===== src/rtl/pli_pkg.sv =====
// ----------------------------------------------------------------------------
// pli_pkg
// Shared types and constants of the profile linear interpolator: operation
// codes, field widths and the stored table point.
// ----------------------------------------------------------------------------
package pli_pkg;

  localparam int unsigned OpW  = 2;
  localparam int unsigned DatW = 32;

  typedef enum logic [OpW-1:0] {
    OP_CLEAR  = 2'd0,
    OP_APPEND = 2'd1,
    OP_QUERY  = 2'd2
  } op_e;

  // One table entry: height and value, both signed Q16.16.
  typedef struct packed {
    logic signed [DatW-1:0] height;
    logic signed [DatW-1:0] value;
  } point_t;

  localparam logic [DatW-1:0] SatMax = 32'h7FFF_FFFF;
  localparam logic [DatW-1:0] SatMin = 32'h8000_0000;

endpackage


===== src/rtl/pli_point_mem.sv =====
// ----------------------------------------------------------------------------
// pli_point_mem
// Point table storage: one write port and one read port with registered
// read data.
// ----------------------------------------------------------------------------
module pli_point_mem
  import pli_pkg::*;
#(
  parameter int unsigned Depth = 64,
  parameter int unsigned AddrW = 6
) (
  input  logic             clk_i,
  input  logic             we_i,
  input  logic [AddrW-1:0] waddr_i,
  input  point_t           wdata_i,
  input  logic [AddrW-1:0] raddr_i,
  output point_t           rdata_o
);

  point_t mem [Depth];
  point_t rdata_q;

  always_ff @(posedge clk_i) begin
    if (we_i) begin
      mem[waddr_i] <= wdata_i;
    end
    rdata_q <= mem[raddr_i];
  end

  assign rdata_o = rdata_q;

endmodule


===== config.mk =====
export PLATFORM = sky130hd
export DESIGN_NAME = pli_point_mem
export DESIGN_NICKNAME = d
export VERILOG_FILES = /design/src/rtl/pli_pkg.sv /design/src/rtl/pli_point_mem.sv
export SDC_FILE = /design/constraint.sdc
export NUM_CORES = 2
export LEC_CHECK = 0
export BUFFER_PORTS_ARGS = -buffer_cell sky130_fd_sc_hd__buf_2
export CORE_ASPECT_RATIO = 1.4
export CORE_MARGIN = 2
export CORE_UTILIZATION = 67
export DETAILED_ROUTE_END_ITERATION = 10
export PLACE_DENSITY_LB_ADDON = 0.2
export SETUP_SLACK_MARGIN = 0.1
export SYNTH_ARGS = -nofsm -noshare
export SYNTH_HDL_FRONTEND = slang
export SYNTH_SLANG_ARGS = --single-unit

===== constraint.sdc =====
create_clock -name clk_i -period 15.3 [get_ports clk_i]
set_clock_uncertainty 0.1 [all_clocks]
set_input_delay 3.825 -clock clk_i [delete_from_list [all_inputs] [get_ports clk_i]]
set_output_delay 3.825 -clock clk_i [all_outputs]
set_load 0.03 [all_outputs]

=== After elaboration in Yosys (flattened, before gate mapping) ===
Memories as Yosys holds them, arrays and structs flattened. A register that Yosys moved wholly into a read port is not among the register bits.
Cells that the tools add are included.

* Mux-type cells: 2

{| class="wikitable"
|+ Operators by type and width
! cell !! count
|-
| two-way mux 1 bit || 2
|}

* Memory bits (writable): 4096
* Output and inout port bits: 64
* Bits of input ports: 78
* Word-level logic and storage cells: 3
* Flip-flop bits (word level): 0
* Memories kept: 1

{| class="wikitable"
|+ Memories
! name !! words !! bits a word !! read ports !! clocked after Yosys merged registers in !! write ports !! line !! source
|-
| mem || 64 || 64 || 1 || 1 || 1 || pli_point_mem.sv:20 || <nowiki>point_t mem [Depth];</nowiki>
|}

=== Longest topological paths before layout ===
* Depth after elaboration: 2
* Gate-level depth with buffers: 9
* Depth with buffers taken out: 5

=== Worst setup path before layout ===
OpenSTA, ideal clock, no wires.

* Path type: input -> register
* From: input waddr_i[3]
* To: memory mem[48][0] (netlist bit) (enable)
* Library setup time: 0.564 ns
* Slack: 5.939 ns
* Arrival time: 8.697 ns
* Stages on the path: 4
* Data required time: 14.636 ns
* Buffers on the path: 1
* Cell sequence: clkbuf_1 > nor2b_1 > nand4b_1 > nor3_1

{| class="wikitable"
|+ RTL lines
! item !! line !! source
|-
| start: declaration || pli_point_mem.sv:14 || <nowiki>input logic [AddrW-1:0] waddr_i,</nowiki>
|-
| end: declaration || pli_point_mem.sv:20 ||
|}

Straight into the memory's write port.

==> summary.md <==
| Metric | Value |
|---|---|
| FFs w/ async S/R, synth | 0 |
| Most frequent cell after synthesis | edfxtp_1 |
| Status | finished clean |
| Gr usage total | 0.372 |
| Crit-path most repeated cell | buf_4 |
| Critical Setup Path Class | in -> reg |
| Area share of the leading cell type in the synthesized netlist | 0.787 |
| Post-synthesis sequential area ratio | 0.795 |
| Cts repair resizes | 0 |
| CTS root buf | clkbuf_16 |
| Share of cells above drive strength 1 | 0.274 |
| GPL Wtd Cong | 0.835 |
| Initial DRC Count | 12,900 |
| Post CTS Setup Buffer Count | 0 |
| Final min period | 7230 ps |
| Slew HR | 0.117 |
| Peak VDD IR | 0.181 mV |
| Hold Slack | between 700 and 800 ps |
| CTS max path bufs | 4 |
| CP Cell Sequence | buf_12 > buf_4 > buf_4 > buf_4 > mux4_2 > mux2i_1 > o22ai_1 > a41oi_1 > a211oi_1 |
| Initial antenna violation count | 44 |
| H-tree depth | 5 |
| Starting Density | 0.675 |
| Critical path arrival | 7840 ps |
| Gate Count Post-Synth | approximately 6,600 |
| Setup WS pre-CTS | 7170 ps |
| Std cell rows | 209 |
| Leak | 53.9 nW |
| Mapped cell area | 156,000 um2 |
| Detailed placement HPWL | around 220 mm |
| Design Power | 22.9 mW |
| Synth top area cells | edfxtp_1, mux4_2, mux2i_1 |
| TritonCTS clock tree | yes |
| Post-synth EDFFs | between 4,000 and 5,000 |
| WL/cell | 42.1 um |
| Reg clk slew, reported paths | around 60 ps |
| CTS buffer count | ~370 |
| Port Buffer Count | 141 |
| Width of the die | a little over 400 um |
| CP Data Required Time | roughly 16,000 ps |
| CP max FO | just over 90 |
| First-pass GRT wire length | 604 mm |
| Final nets | approximately 7,000 |
| Later-pin clock latency in the skew report | roughly 900 ps |
| Final setup margin | roughly 8100 ps |
| Setup TNS | 0 ps |
| Io pins | 142 |
| DR pass1 iterations | 6 |
| Slowest stage delay, CP | 780 ps |
| Power Dens Cells | around 130 nW/um2 |
| RSZ-0062 raised after global routing | false |
| Detail Route Antenna Nets | 0 |
| Synth Net Count | around 6,700 |
| Synthesized flop and latch total | 4,160 |
| DIE HEIGHT | 576 um |
| Tightest Pin Transition | 1320 ps |
| Synthesized area per cell | between 20 and 25 um2 |
| Post-synth top cells | edfxtp_1, mux4_2, buf_2 |
| Setup violations, final | 0 |
| Top_reg_cell synth | edfxtp_1 |
| Synth cell types | 33 |
| Final-report max-slew violation count | 0 |
| Via count | 77,800 |
| Vias in the first global route | 78,700 |
| Syn-to-layout area delta | 10.6% |
| Cell taking the most area after synthesis | edfxtp_1 |
| Hold Crit Class | reg -> reg |
| CTS sink count | 4,160 |
| Fmax | 138 MHz |
| Core area | 232,000 um2 |
| Post-Route WL | roughly 430 mm |
| DRC Markers | 0 |
| Count of final hold-check violations | 0 |
| Max cap viols | 0 |
| Area of the die | ~240,000 um2 |
| Hold_buf cts | 0 |
| Largest net degree at the start of global routing | 123 |
| CP max stage cell | buf_4 |
| Vias per cell | ~7.6 |
| Warning count from the yosys run | 0 |
| Setup crit start kind | input port |
| Tcrit/Tclk final | 0.472 |
| Total grt overflow | 0 |
| Crit path capture type | flip-flop |
## critical path: cells and delay by family
family                 cells  cell delay (ps)
buffers and inverters      4             2550
AO/OA/AOI/OAI              3              520
multiplexers               2              770
## layout by cell type (no fill, tap or decap), types with 69 or more instances in the layout
cell          n
edfxtp_1   4096
mux4_2     1024
clkbuf_16   374
buf_4       179
a22oi_1     168
buf_2       138
mux2i_1     135
a22o_1       88
o22ai_1      83
clkbuf_1     82
clkinv_2     69
## through the flow
step | cell area, um2 | util | std cells
CTS | 173000 | 0.746 | 10300
finish | 173000 | 0.746 | 10300
detailed placement | 161000 | 0.696 | 9619
global route | 173000 | 0.746 | 10300
floorplan | 156000 | - | 6598
global placement | 161000 | 0.696 | 9619
## kinds of logic after synthesis
family	after synthesis	synth area share
flip-flops	4160	0.795
AO/OA/AOI/OAI	504	0.0248
AND/OR/NAND/NOR	386	0.0124
multiplexers	1159	0.156
buffers and inverters	389	0.0118
## path summary, 6_finish.rpt
check	from	end	slack, ps	depth (start not counted)
worst max-delay path	raddr_i[0]	rdata_o[27]$_DFF_P_	8070	9
worst min-delay path	mem[63][48]$_DFFE_PP_	rdata_o[48]$_DFF_P_	750	4
worst max register to register	mem[9][44]$_DFFE_PP_	rdata_o[44]$_DFF_P_	12830	5
worst min register to register	mem[63][48]$_DFFE_PP_	rdata_o[48]$_DFF_P_	750	4
## where the power goes
group	leakage [nW]	internal, mW	switching, mW
registers	37.4	12.6	0.0518
clock network	5.65	5.05	4.04
logic	10.8	0.385	0.709
total	53.9	18.1	4.80
## registers in the layout (all words and copies together), names as in the netlist
register  flops
mem        4096
rdata_o      64
## area by class of cell
type,count,area [um2]
clock buffer,464,9780
sequential,4160,124000
fill,12100,58800
tap,3059,3830
clock inverter,194,1790
multi-input combinational,2049,30800
inverter,19,71.3
timing repair buffer,332,2320
antenna,21,52.6
## per-layer routing
layer  global-route usage  routed length, um
met5                    0                170
met4                0.193              27600
met3               0.0812              54500
met2                0.606             216000
met1                0.481             135000
No activity file was read; power rests on OpenSTA's default activity.
